`src/sv/twsi_pkg.sv`:
```
// Shared constants and types for the table waveshaper.
// No dependencies; every other file of the block imports this package.
package twsi_pkg;

  localparam int SAMPLE_W       = 18;
  localparam int MAG_W          = SAMPLE_W - 1;
  localparam int OUT_W          = 20;
  localparam int OUT_MAX        = 524287;
  localparam int OUT_MIN        = -524288;

  localparam int SEG_COUNT_DEF  = 512;
  localparam int FRAC_BITS_DEF  = 15;

  localparam int QUEUE_DEPTH    = 4;
  localparam int BACK_STAGES    = 3;

  localparam int CFG_ADDR_W     = 3;
  localparam int CFG_DATA_W     = 32;

  // Register select is the word address bit of paddr
  localparam logic REG_SLOPE    = 1'b0;
  localparam logic REG_OFFSET   = 1'b1;

  localparam logic CMD_WRITE    = 1'b0;
  localparam logic CMD_SHAPE    = 1'b1;

  localparam logic [MAG_W-1:0] MAG_MAX = '1;

  // Classification that travels with each queued word
  typedef struct packed {
    logic wr;
    logic neg;
    logic tail;
    logic blk;
  } twsi_ctl_t;

endpackage

```
`src/sv/twsi_fifo.sv`:
```
// Short word queue between front end and back end.
// Depends on twsi_pkg for its default depth.
module twsi_fifo import twsi_pkg::*; #(
  parameter int W     = 8,
  parameter int DEPTH = QUEUE_DEPTH
) (
  input  logic         clk,
  input  logic         rst,
  input  logic         push_valid,
  output logic         push_ready,
  input  logic [W-1:0] push_data,
  output logic         pop_valid,
  input  logic         pop_ready,
  output logic [W-1:0] pop_data
);

  localparam int PTR_W = (DEPTH > 1) ? $clog2(DEPTH) : 1;
  localparam int CNT_W = $clog2(DEPTH + 1);

  logic [W-1:0]     slots [0:DEPTH-1];
  logic [PTR_W-1:0] wp;
  logic [PTR_W-1:0] rp;
  logic [CNT_W-1:0] count;
  logic             push;
  logic             pop;

  assign push_ready = (count != CNT_W'(DEPTH));
  assign pop_valid  = (count != '0);
  assign push       = push_valid && push_ready;
  assign pop        = pop_valid && pop_ready;
  assign pop_data   = slots[rp];

  always_ff @(posedge clk) begin
    if (rst) begin
      wp    <= '0;
      rp    <= '0;
      count <= '0;
    end else begin
      if (push) begin
        wp <= (wp == PTR_W'(DEPTH - 1)) ? '0 : wp + 1'b1;
      end
      if (pop) begin
        rp <= (rp == PTR_W'(DEPTH - 1)) ? '0 : rp + 1'b1;
      end
      count <= count + CNT_W'(push) - CNT_W'(pop);
    end
  end

  always_ff @(posedge clk) begin
    if (push) begin
      slots[wp] <= push_data;
    end
  end

endmodule

```
`config.mk`:
```
export PLATFORM = sky130hd
export DESIGN_NAME = twsi_fifo
export DESIGN_NICKNAME = d
export VERILOG_FILES = /design/src/sv/twsi_pkg.sv /design/src/sv/twsi_fifo.sv
export SDC_FILE = /design/constraint.sdc
export NUM_CORES = 1
export LEC_CHECK = 0
export BUFFER_PORTS_ARGS = -buffer_cell sky130_fd_sc_hd__buf_4
export CORE_MARGIN = 2
export CORE_UTILIZATION = 45
export DETAILED_ROUTE_END_ITERATION = 7
export GPL_ROUTABILITY_DRIVEN = 0
export PLACE_DENSITY_LB_ADDON = 0.1
export SYNTH_ARGS = -nofsm -noshare
export SYNTH_HDL_FRONTEND = slang
export SYNTH_SLANG_ARGS = --single-unit
```
`constraint.sdc`:
```
create_clock -name clk -period 2.66 [get_ports clk]
set_clock_uncertainty 0.1 [all_clocks]
set_input_delay 0.266 -clock clk [delete_from_list [all_inputs] [get_ports clk]]
set_output_delay 0.266 -clock clk [all_outputs]
set_load 0.1 [all_outputs]
```
==> metrics.txt <==
clock sink total 41; global route overflow 0; WL/cell ~15 µm; P per Cell Area between 1000 and 1500 mW/mm²; clk slew on worst S/H paths approximately 0.12 ns; Post-CTS Setup Repair Bufs 0; number of max-cap violations 0; Ys Warns 0; Peak supply drop roughly 0.62 mV; CP Class reg -> reg; # setup viols final 0; layout cell share with drive strength beyond 1 between 30% and 40%; via/cell ratio about 5.0; met2 Resource Use GR around a quarter; met3 Track Usage GR about 5.6%; Cell Area, Synth 0.00163 mm²; # H-tree levels 2; Layout Area Growth over Synthesis 20.5%; initial antenna violation count 0; top cell type's share of synthesized area about three fifths; Synth Instances slightly above 90; post-synth cell types 26; Post-synth top cells 32 x edfxtp_1, 9 x dfxtp_1, 8 x mux4_2; RSZ-0062 raised after global routing no; area of the multi-input gates 452 µm²; Skew-Pair Late Insertion Delay around 0.34 ns; GRT Util Overall between 10% and 20%; global-route wire length before repair 4.00 mm; Hold Violations, Final 0; clk root buf clkbuf_4; ANT nets after route 0; final setup margin between 0.2 and 0.25 ns; count leader, synth edfxtp_1; Post-synth EDFFs 32; total CTS buffers 5; CTS Buffer Depth 2; #FFs+latches synth 41; # fillers roughly 300; vias in the first global route ~850; Synth area leader edfxtp_1; flip-flop and latch area roughly 0.0011 mm²; crit path from count[2]; Hold Crit Class in -> reg; Reg-to-Reg Start count[2]; Achievable Freq just over 400 MHz; diode count 0; CTS tree built; status finished clean; critical path peak fanout 8; Synthesized Nets between 100 and 150; DP Worst Slack between 0.15 and 0.2 ns; Avg Cell Area, Syn ~18 µm²; setup tns final 0 ns; Die ar. about 0.0041 mm²; Slew headroom between 60% and 70%; worst slew pin tran 0.557 ns; largest net degree at the start of global routing 14; Global Route met1 Usage roughly 15%; total iterations of the first detailed-routing run 4; Final nets approximately 140; Initial Util 47.8%; crit start category flip-flop; io pins 22; Critical Path End Type flip-flop; min Tclk post-route about 2.4 ns; vias ~850; Top Usage Layer GRT met2; Core ar. 0.00342 mm²; Hold Crit Start push_data[0]; Req. time, crit path 2.83 ns; FP Rows 21; Slew Viols, Final 0; Port Buffer Count 21; Static Leak between 0.7 and 0.8 nW; hpwl dp 1.69 mm; DRT Wirelength roughly 2.5 mm; Synth area leaders edfxtp_1 59%, dfxtp_1 11%, mux4_2 11%; Final period util roughly nine tenths; Synth Flop Type edfxtp_1; Die Height 64.2 µm; die width 64.2 µm; DR DRC count 0; DRC marker count from the first detailed-route iteration 47; asr flop ratio synth 0%; crit path DAT ~2.6 ns; register area share after synthesis approximately 70%
kinds of logic (layout without fill, tap and decap cells):
logic type	after synthesis	count (layout)	synth area share (%)
xor gates and xnor gates	1	1	0.536
muxes	9	9	11.6
buffers and inverters	9	40	2.60
DFF	41	41	69.9
adders and majority gates	8	8	6.59
and+or+nand+nor	17	17	6.28
AOI/OAI and AO/OA	6	6	2.45
through the flow:
stage               power [mW]  instance area [µm²]  std cells  hold slack (ns)  utilization, %
finish                    2.18                 1970        168           0.0200            57.6
global route              2.28                 1970        168         0.000222            57.6
CTS                       2.19                 1920        163          0.00604            56.1
detailed placement        1.81                 1830        155            0.374            53.6
global placement          1.80                 1830        155            0.366            53.6
floorplan                 1.63                 1630         91            0.265               -
critical path, cell delays in order, from the launching register on:
cell and delay, ns:
dfxtp_1 0.40, or3b_4 0.44, nand2_1 0.12, ha_1 0.23
inv_1 0.05, ha_1 0.12, inv_1 0.05, fa_1 0.38
xor2_1 0.16, and2_2 0.20, nor3_1 0.12
layer usage:
metal	routed length [µm]	part of all wire, %
met5	0	0
met4	45	1.8
met1	1050	42
met3	146	5.9
met2	1250	50
cell type report:
type / count / area share [%]
clock buffers: 7 / 3.88
well taps: 46 / 2.92
inverters: 5 / 0.954
repair buffers: 27 / 10.9
multi-input cells: 41 / 22.9
clock inverters: 1 / 0.381
flip-flops and latches: 41 / 58.0
placed cells by master, fill, tap and decap left out, drive strengths merged, types with 2 or more instances in the layout:
cell type | netlist | routed
and3 | 4 | 4
dfxtp | 9 | 9
buf | 3 | 22
o21ai | 2 | 2
edfxtp | 32 | 32
a211o | 2 | 2
clkbuf | 1 | 7
or3 | 3 | 3
inv | 5 | 5
dlygate4sd3 | 0 | 5
ha | 7 | 7
nand2 | 2 | 2
mux4 | 8 | 8
nor2 | 3 | 3
sequential cells by signal, summed over array words and instances (netlist names), named ones only:
name and flops:
slots 32, count 3, rp 2, wp 2
where the power goes:
part / switching [mW] / internal (mW)
Clock: 0.193 / 0.186
Sequential: 0.0735 / 0.790
Combinational: 0.666 / 0.267
Total: 0.933 / 1.24
repair_timing:
item                                    CTS  global route
hold endpoints to repair                  0            18
gates resized for setup                   0             1
endpoints found under the setup margin    0             1
hold buffers                              0             5
worst paths after layout:
check | to | slack, ns | cells after the start
min | slots[3][0] | 0.02 | 1
max | count[2] | 0.23 | 10
min reg2reg | flip-flop | 0.42 | 2
max reg2reg | count[2] | 0.23 | 10
No activity file was read; power rests on OpenSTA's default activity.
