<file path="config.mk">
export PLATFORM = sky130hd
export DESIGN_NAME = twsi_front_flat
export DESIGN_NICKNAME = d
export VERILOG_FILES = /design/src/sv/twsi_pkg.sv /design/src/sv/twsi_in_if.sv /design/src/sv/twsi_front.sv /design/src/flat_wrapper.sv
export SDC_FILE = /design/constraint.sdc
export NUM_CORES = 1
export LEC_CHECK = 0
export BUFFER_PORTS_ARGS = -buffer_cell sky130_fd_sc_hd__buf_2
export CAP_MARGIN = 5
export CORE_ASPECT_RATIO = 1.1
export CORE_UTILIZATION = 38
export DETAILED_ROUTE_END_ITERATION = 10
export PLACE_DENSITY = 0.92
export SLEW_MARGIN = 20
export SYNTH_ARGS = -nofsm -noshare
export SYNTH_HDL_FRONTEND = slang
export SYNTH_SLANG_ARGS = --single-unit
</file>
<file path="constraint.sdc">
create_clock -name vclk -period 2.2
set_input_delay 0.22 -clock vclk [all_inputs]
set_output_delay 0.22 -clock vclk [all_outputs]
set_load 0.02 [all_outputs]
</file>
<file path="src/sv/twsi_pkg.sv">
// Shared constants and types for the table waveshaper.
// No dependencies; every other file of the block imports this package.
package twsi_pkg;

  localparam int SAMPLE_W       = 18;
  localparam int MAG_W          = SAMPLE_W - 1;
  localparam int OUT_W          = 20;
  localparam int OUT_MAX        = 524287;
  localparam int OUT_MIN        = -524288;

  localparam int SEG_COUNT_DEF  = 512;
  localparam int FRAC_BITS_DEF  = 15;

  localparam int QUEUE_DEPTH    = 4;
  localparam int BACK_STAGES    = 3;

  localparam int CFG_ADDR_W     = 3;
  localparam int CFG_DATA_W     = 32;

  // Register select is the word address bit of paddr
  localparam logic REG_SLOPE    = 1'b0;
  localparam logic REG_OFFSET   = 1'b1;

  localparam logic CMD_WRITE    = 1'b0;
  localparam logic CMD_SHAPE    = 1'b1;

  localparam logic [MAG_W-1:0] MAG_MAX = '1;

  // Classification that travels with each queued word
  typedef struct packed {
    logic wr;
    logic neg;
    logic tail;
    logic blk;
  } twsi_ctl_t;

endpackage

</file>
<file path="src/sv/twsi_in_if.sv">
// Input channel of the table waveshaper: valid/ready plus one input word.
// Depends on twsi_pkg.
interface twsi_in_if import twsi_pkg::*; #(
  parameter int IDX_W = $clog2(SEG_COUNT_DEF + 1)
) ();
  logic                       valid;
  logic                       ready;
  logic                       command;
  logic signed [SAMPLE_W-1:0] sample;
  logic        [IDX_W-1:0]    entry_index;
  logic signed [SAMPLE_W-1:0] entry_value;
  logic                       block_end;

  modport source (output valid, command, sample, entry_index, entry_value, block_end,
                  input ready);
  modport sink   (input valid, command, sample, entry_index, entry_value, block_end,
                  output ready);
endinterface

</file>
<file path="src/sv/twsi_front.sv">
// Front end: accepts input words, takes the sample magnitude and classifies
// each word (table write, table sample, tail sample). Depends on twsi_pkg, twsi_in_if.
module twsi_front import twsi_pkg::*; #(
  parameter int SEG_COUNT  = SEG_COUNT_DEF,
  parameter int FRAC_BITS  = FRAC_BITS_DEF,
  parameter int IDX_W      = $clog2(SEG_COUNT_DEF + 1)
) (
  twsi_in_if.sink             item,
  input  logic                q_ready,
  output logic                q_valid,
  output twsi_ctl_t           q_ctl,
  output logic [SAMPLE_W-1:0] q_val,
  output logic [IDX_W-1:0]    q_idx
);

  localparam logic [31:0] ONE = 32'd1 << FRAC_BITS;

  logic signed [SAMPLE_W:0] neg_x;
  logic [MAG_W-1:0]         mag;
  logic                     is_wr;
  logic                     idx_ok;

  always_comb begin
    neg_x = -$signed({item.sample[SAMPLE_W-1], item.sample});
    if (!item.sample[SAMPLE_W-1]) begin
      mag = item.sample[MAG_W-1:0];
    end else if (neg_x[SAMPLE_W-1]) begin
      // most negative sample has no positive twin: saturate
      mag = MAG_MAX;
    end else begin
      mag = neg_x[MAG_W-1:0];
    end
  end

  assign is_wr  = (item.command == CMD_WRITE);
  assign idx_ok = ({{(32-IDX_W){1'b0}}, item.entry_index} <= 32'(SEG_COUNT));

  // drop writes beyond the table; they are accepted but never queued
  assign item.ready = q_ready;
  assign q_valid    = item.valid && (!is_wr || idx_ok);

  assign q_ctl.wr   = is_wr;
  assign q_ctl.neg  = item.sample[SAMPLE_W-1];
  assign q_ctl.tail = ({{(32-MAG_W){1'b0}}, mag} >= ONE);
  assign q_ctl.blk  = item.block_end;
  assign q_val      = is_wr ? item.entry_value : {1'b0, mag};
  assign q_idx      = item.entry_index;

endmodule

</file>
<file path="src/flat_wrapper.sv">
// flat-port wrapper written by rule: the top's interface ports become plain ports
module twsi_front_flat import twsi_pkg::*;
#(
  parameter int SEG_COUNT  = SEG_COUNT_DEF,
  parameter int FRAC_BITS  = FRAC_BITS_DEF,
  parameter int IDX_W      = $clog2(SEG_COUNT_DEF + 1)
)
  (q_ready, q_valid, q_ctl, q_val, q_idx, item_valid, item_command, item_sample, item_entry_index, item_entry_value, item_block_end, item_ready);
  twsi_in_if #(.IDX_W(IDX_W)) item_i ();
  input  logic q_ready;
  output logic q_valid;
  output twsi_ctl_t q_ctl;
  output logic [SAMPLE_W-1:0] q_val;
  output logic [IDX_W-1:0] q_idx;
  input wire logic [$bits(item_i.valid)-1:0] item_valid;
  input wire logic [$bits(item_i.command)-1:0] item_command;
  input wire logic [$bits(item_i.sample)-1:0] item_sample;
  input wire logic [$bits(item_i.entry_index)-1:0] item_entry_index;
  input wire logic [$bits(item_i.entry_value)-1:0] item_entry_value;
  input wire logic [$bits(item_i.block_end)-1:0] item_block_end;
  output wire logic [$bits(item_i.ready)-1:0] item_ready;
  assign item_i.valid = item_valid;
  assign item_i.command = item_command;
  assign item_i.sample = item_sample;
  assign item_i.entry_index = item_entry_index;
  assign item_i.entry_value = item_entry_value;
  assign item_i.block_end = item_block_end;
  assign item_ready = item_i.ready;
  twsi_front #(.SEG_COUNT(SEG_COUNT), .FRAC_BITS(FRAC_BITS), .IDX_W(IDX_W)) u_core (.item(item_i), .q_ready(q_ready), .q_valid(q_valid), .q_ctl(q_ctl), .q_val(q_val), .q_idx(q_idx));
endmodule
</file>
==> metrics.md <==
| Metric | Value |
|---|---|
| Run status | `finished clean` |
| Sequential fraction of the synthesis area | `0%` |
| Hold_ws | `440.0 ps` |
| Fmax | `0.4629 GHz` |
| DRT Wirelength | `2.709 mm` |
| Area Growth Syn to Fin | `57.63%` |
| Crit path top cell by count | `buf_6` |
| Most frequent cell after synthesis | `nor2_1` |
| Arrival time at the worst endpoint | `1940 ps` |
| Num sequential | `0` |
| Initial antenna violation count | `0` |
| GRT Overall Usage | `19.09%` |
| First-pass GRT wire length | `3.594 mm` |
| Iter 0 DRT Violations | `12` |
| Storage cell area | `0 um^2` |
| Detail Placement HPWL | `2.029 mm` |
| Avg Cell Area, Syn | `6.581 um^2` |
| Total gr overflow | `0` |
| Area contributors post-synth | `buf_4 (13%), xor2_1 (10%), a31oi_1 (9.7%)` |
| Synth top area share | `12.57%` |
| Max_slew headroom | `70.45%` |
| Maximum fanout along the worst path | `5` |
| Crit end category | `output port` |
| Wire per inst | `12.20 um` |
| Share of layout cells above drive strength 1 | `55.67%` |
| Number of diodes | `0` |
| Drt via density | `5.387` |
| Clkbuf count | `0` |
| Row Count | `17` |
| Hold Crit Endpoint | `q_ctl[0]` |
| Number of port buffers | `80` |
| Syn Nets | `178` |
| Fin crit period | `2160 ps` |
| Post-layout nets | `247` |
| Routability cong. | `0.8940` |
| Core Region | `2042 um^2` |
| Number of global-route vias before repair | `953` |
| CP bufs+invs | `2` |
| Cell count of the worst hold path | `0` |
| Via count | `1196` |
| Kind of cell adding the most delay to the critical path | `simple AND/OR/NAND/NOR gates` |
| Full die area | `2391 um^2` |
| Max cap viols | `0` |
| RSZ-0062 raised after global routing | `true` |
| PwrDens | `218.8 nW/um^2` |
| Crit path from | `item_sample[5]` |
| DRT antenna net count | `0` |
| Final Hold Vio Count | `0` |
| IO Count | `84` |
| Setup violators final | `0` |
| CP max-delay cell | `or4_4` |
| Max IR drop VDD | `0.1129 mV` |
| Distinct cells, synth | `37` |
| Hold crit path type | `in -> out` |
| Synth area leader | `buf_4` |
| Worst-margin pin slew | `439.6 ps` |
| Final WS setup | `39.77 ps` |
| Pre-CTS WS | `-9.424 ps` |
| Post-Syn Area | `835.8 um^2` |
| Remaining DRCs | `0` |
| Synth warn | `0` |
| Pin count of the biggest net entering global routing | `22` |
| First drt pass iteration count | `4` |
| Leakage power | `0.6677 nW` |
| Mapped Cells | `127` |
| CP Launch Type | `primary input` |
| Synth top cells by count | `nor2_1 (17), buf_4 (14), a31oi_1 (13), xor2_1 (10), clkbuf_1 (9)` |
| CP Class | `in -> out` |
| Die height | `51.19 um` |
| Initial Util | `40.93%` |
| Overall die width | `46.72 um` |
| CP peak stage delay | `590 ps` |
| Fill count | `176` |
| WP data required | `1980 ps` |
| Critical-path cell list | `buf_6 -> or4_4 -> or4_1 -> a41o_1 -> o21ai_2 -> buf_6` |
| Min-delay src | `item_block_end` |
| Crit share post-route | `98.19%` |
| Final Max Slew Viols | `0` |
==> kinds of logic (layout without fill, tap and decap cells) <==
kind of cell             after synthesis  count (layout)  synth area share (%)
adder cells (fa/ha/maj)                1               1                 1.497
AND/OR/NAND/NOR                       43              43                 27.24
multiplexers                           1               1                 1.198
buffers and inverters                 33             100                 22.90
AO/OA/AOI/OAI                         38              38                 35.63
XOR/XNOR                              11              11                 11.53
==> worst max path at each step <==
stage	endpoint	slack, ps	cells past startpoint
2_1_floorplan	q_ctl[1]	100	7
4_1_cts	q_val[15]	10	7
3_5_place_dp	q_val[15]	-9	7
5_1_grt	q_val[14]	-40	6
6_report	q_ctl[1]	40	6
3_3_place_gp	q_ctl[1]	30	8
==> report_power, final <==
part	switching [W]	internal (W)	leakage, nW
combinational	0.000166	0.000122	0.668
sequential	0	0	0
clock	0	0	0
total	0.000166	0.000122	0.668
==> final cells by class <==
cell class                 count  area (um^2)  area share, %
inverter                       8        30.03          2.279
multi-input combinational     94        728.2          55.27
timing repair buffer          92        524.3          39.79
tap                           28        35.03          2.659
==> through the flow <==
| step | area (um^2) | instances | total power, W | utilization (%) | TNS (ps) |
|---|---|---|---|---|---|
| 2_1_floorplan | 835.8 | 127 | 0.0001731 | - | 0 |
| 3_3_place_gp | 1177 | 219 | 0.0002593 | 57.66 | 0 |
| 3_5_place_dp | 1177 | 219 | 0.0002627 | 57.66 | -10.60 |
| 4_1_cts | 1191 | 220 | 0.0002664 | 58.33 | 0 |
| 5_1_grt | 1318 | 222 | 0.0003128 | 64.52 | -114.1 |
| 6_report | 1318 | 222 | 0.0002883 | 64.52 | 0 |
==> what timing repair did <==
| item | in CTS | in global routing |
|---|---|---|
| setup endpoints to repair | 2 | 16 |
| hold buffers | 0 | 0 |
| pin swaps | 1 | 10 |
| setup buffers | 1 | 2 |
| gates resized for setup | 2 | 20 |
==> layout by cell type, fill, tap and decap left out, drive strengths merged <==
cell / n
nor3: 3
o22ai: 2
o41ai: 5
nor4: 5
or3: 2
nand3: 1
xor2: 10
a41oi: 3
or4: 4
xnor2: 1
a41o: 1
a21oi: 1
ha: 1
or3b: 1
o21ai: 5
buf: 92
mux2i: 1
nor2: 17
inv: 8
o2bb2ai: 1
nand2: 6
or2: 1
nor2b: 1
nand2b: 1
or4b: 1
o31ai: 4
a211oi: 1
a221oi: 1
a31oi: 13
o32ai: 1
==> routing by layer <==
metal / GRT usage (%) / vias up / routed length (um)
met2: 37.96 / 66 / 1376
met5: 0 / - / 0
li1: - / 594 / -
met4: 4.286 / 0 / 26
met3: 1.060 / 4 / 221
met1: 20.63 / 532 / 1084
Note: power is estimated with default switching activity, not from simulation.
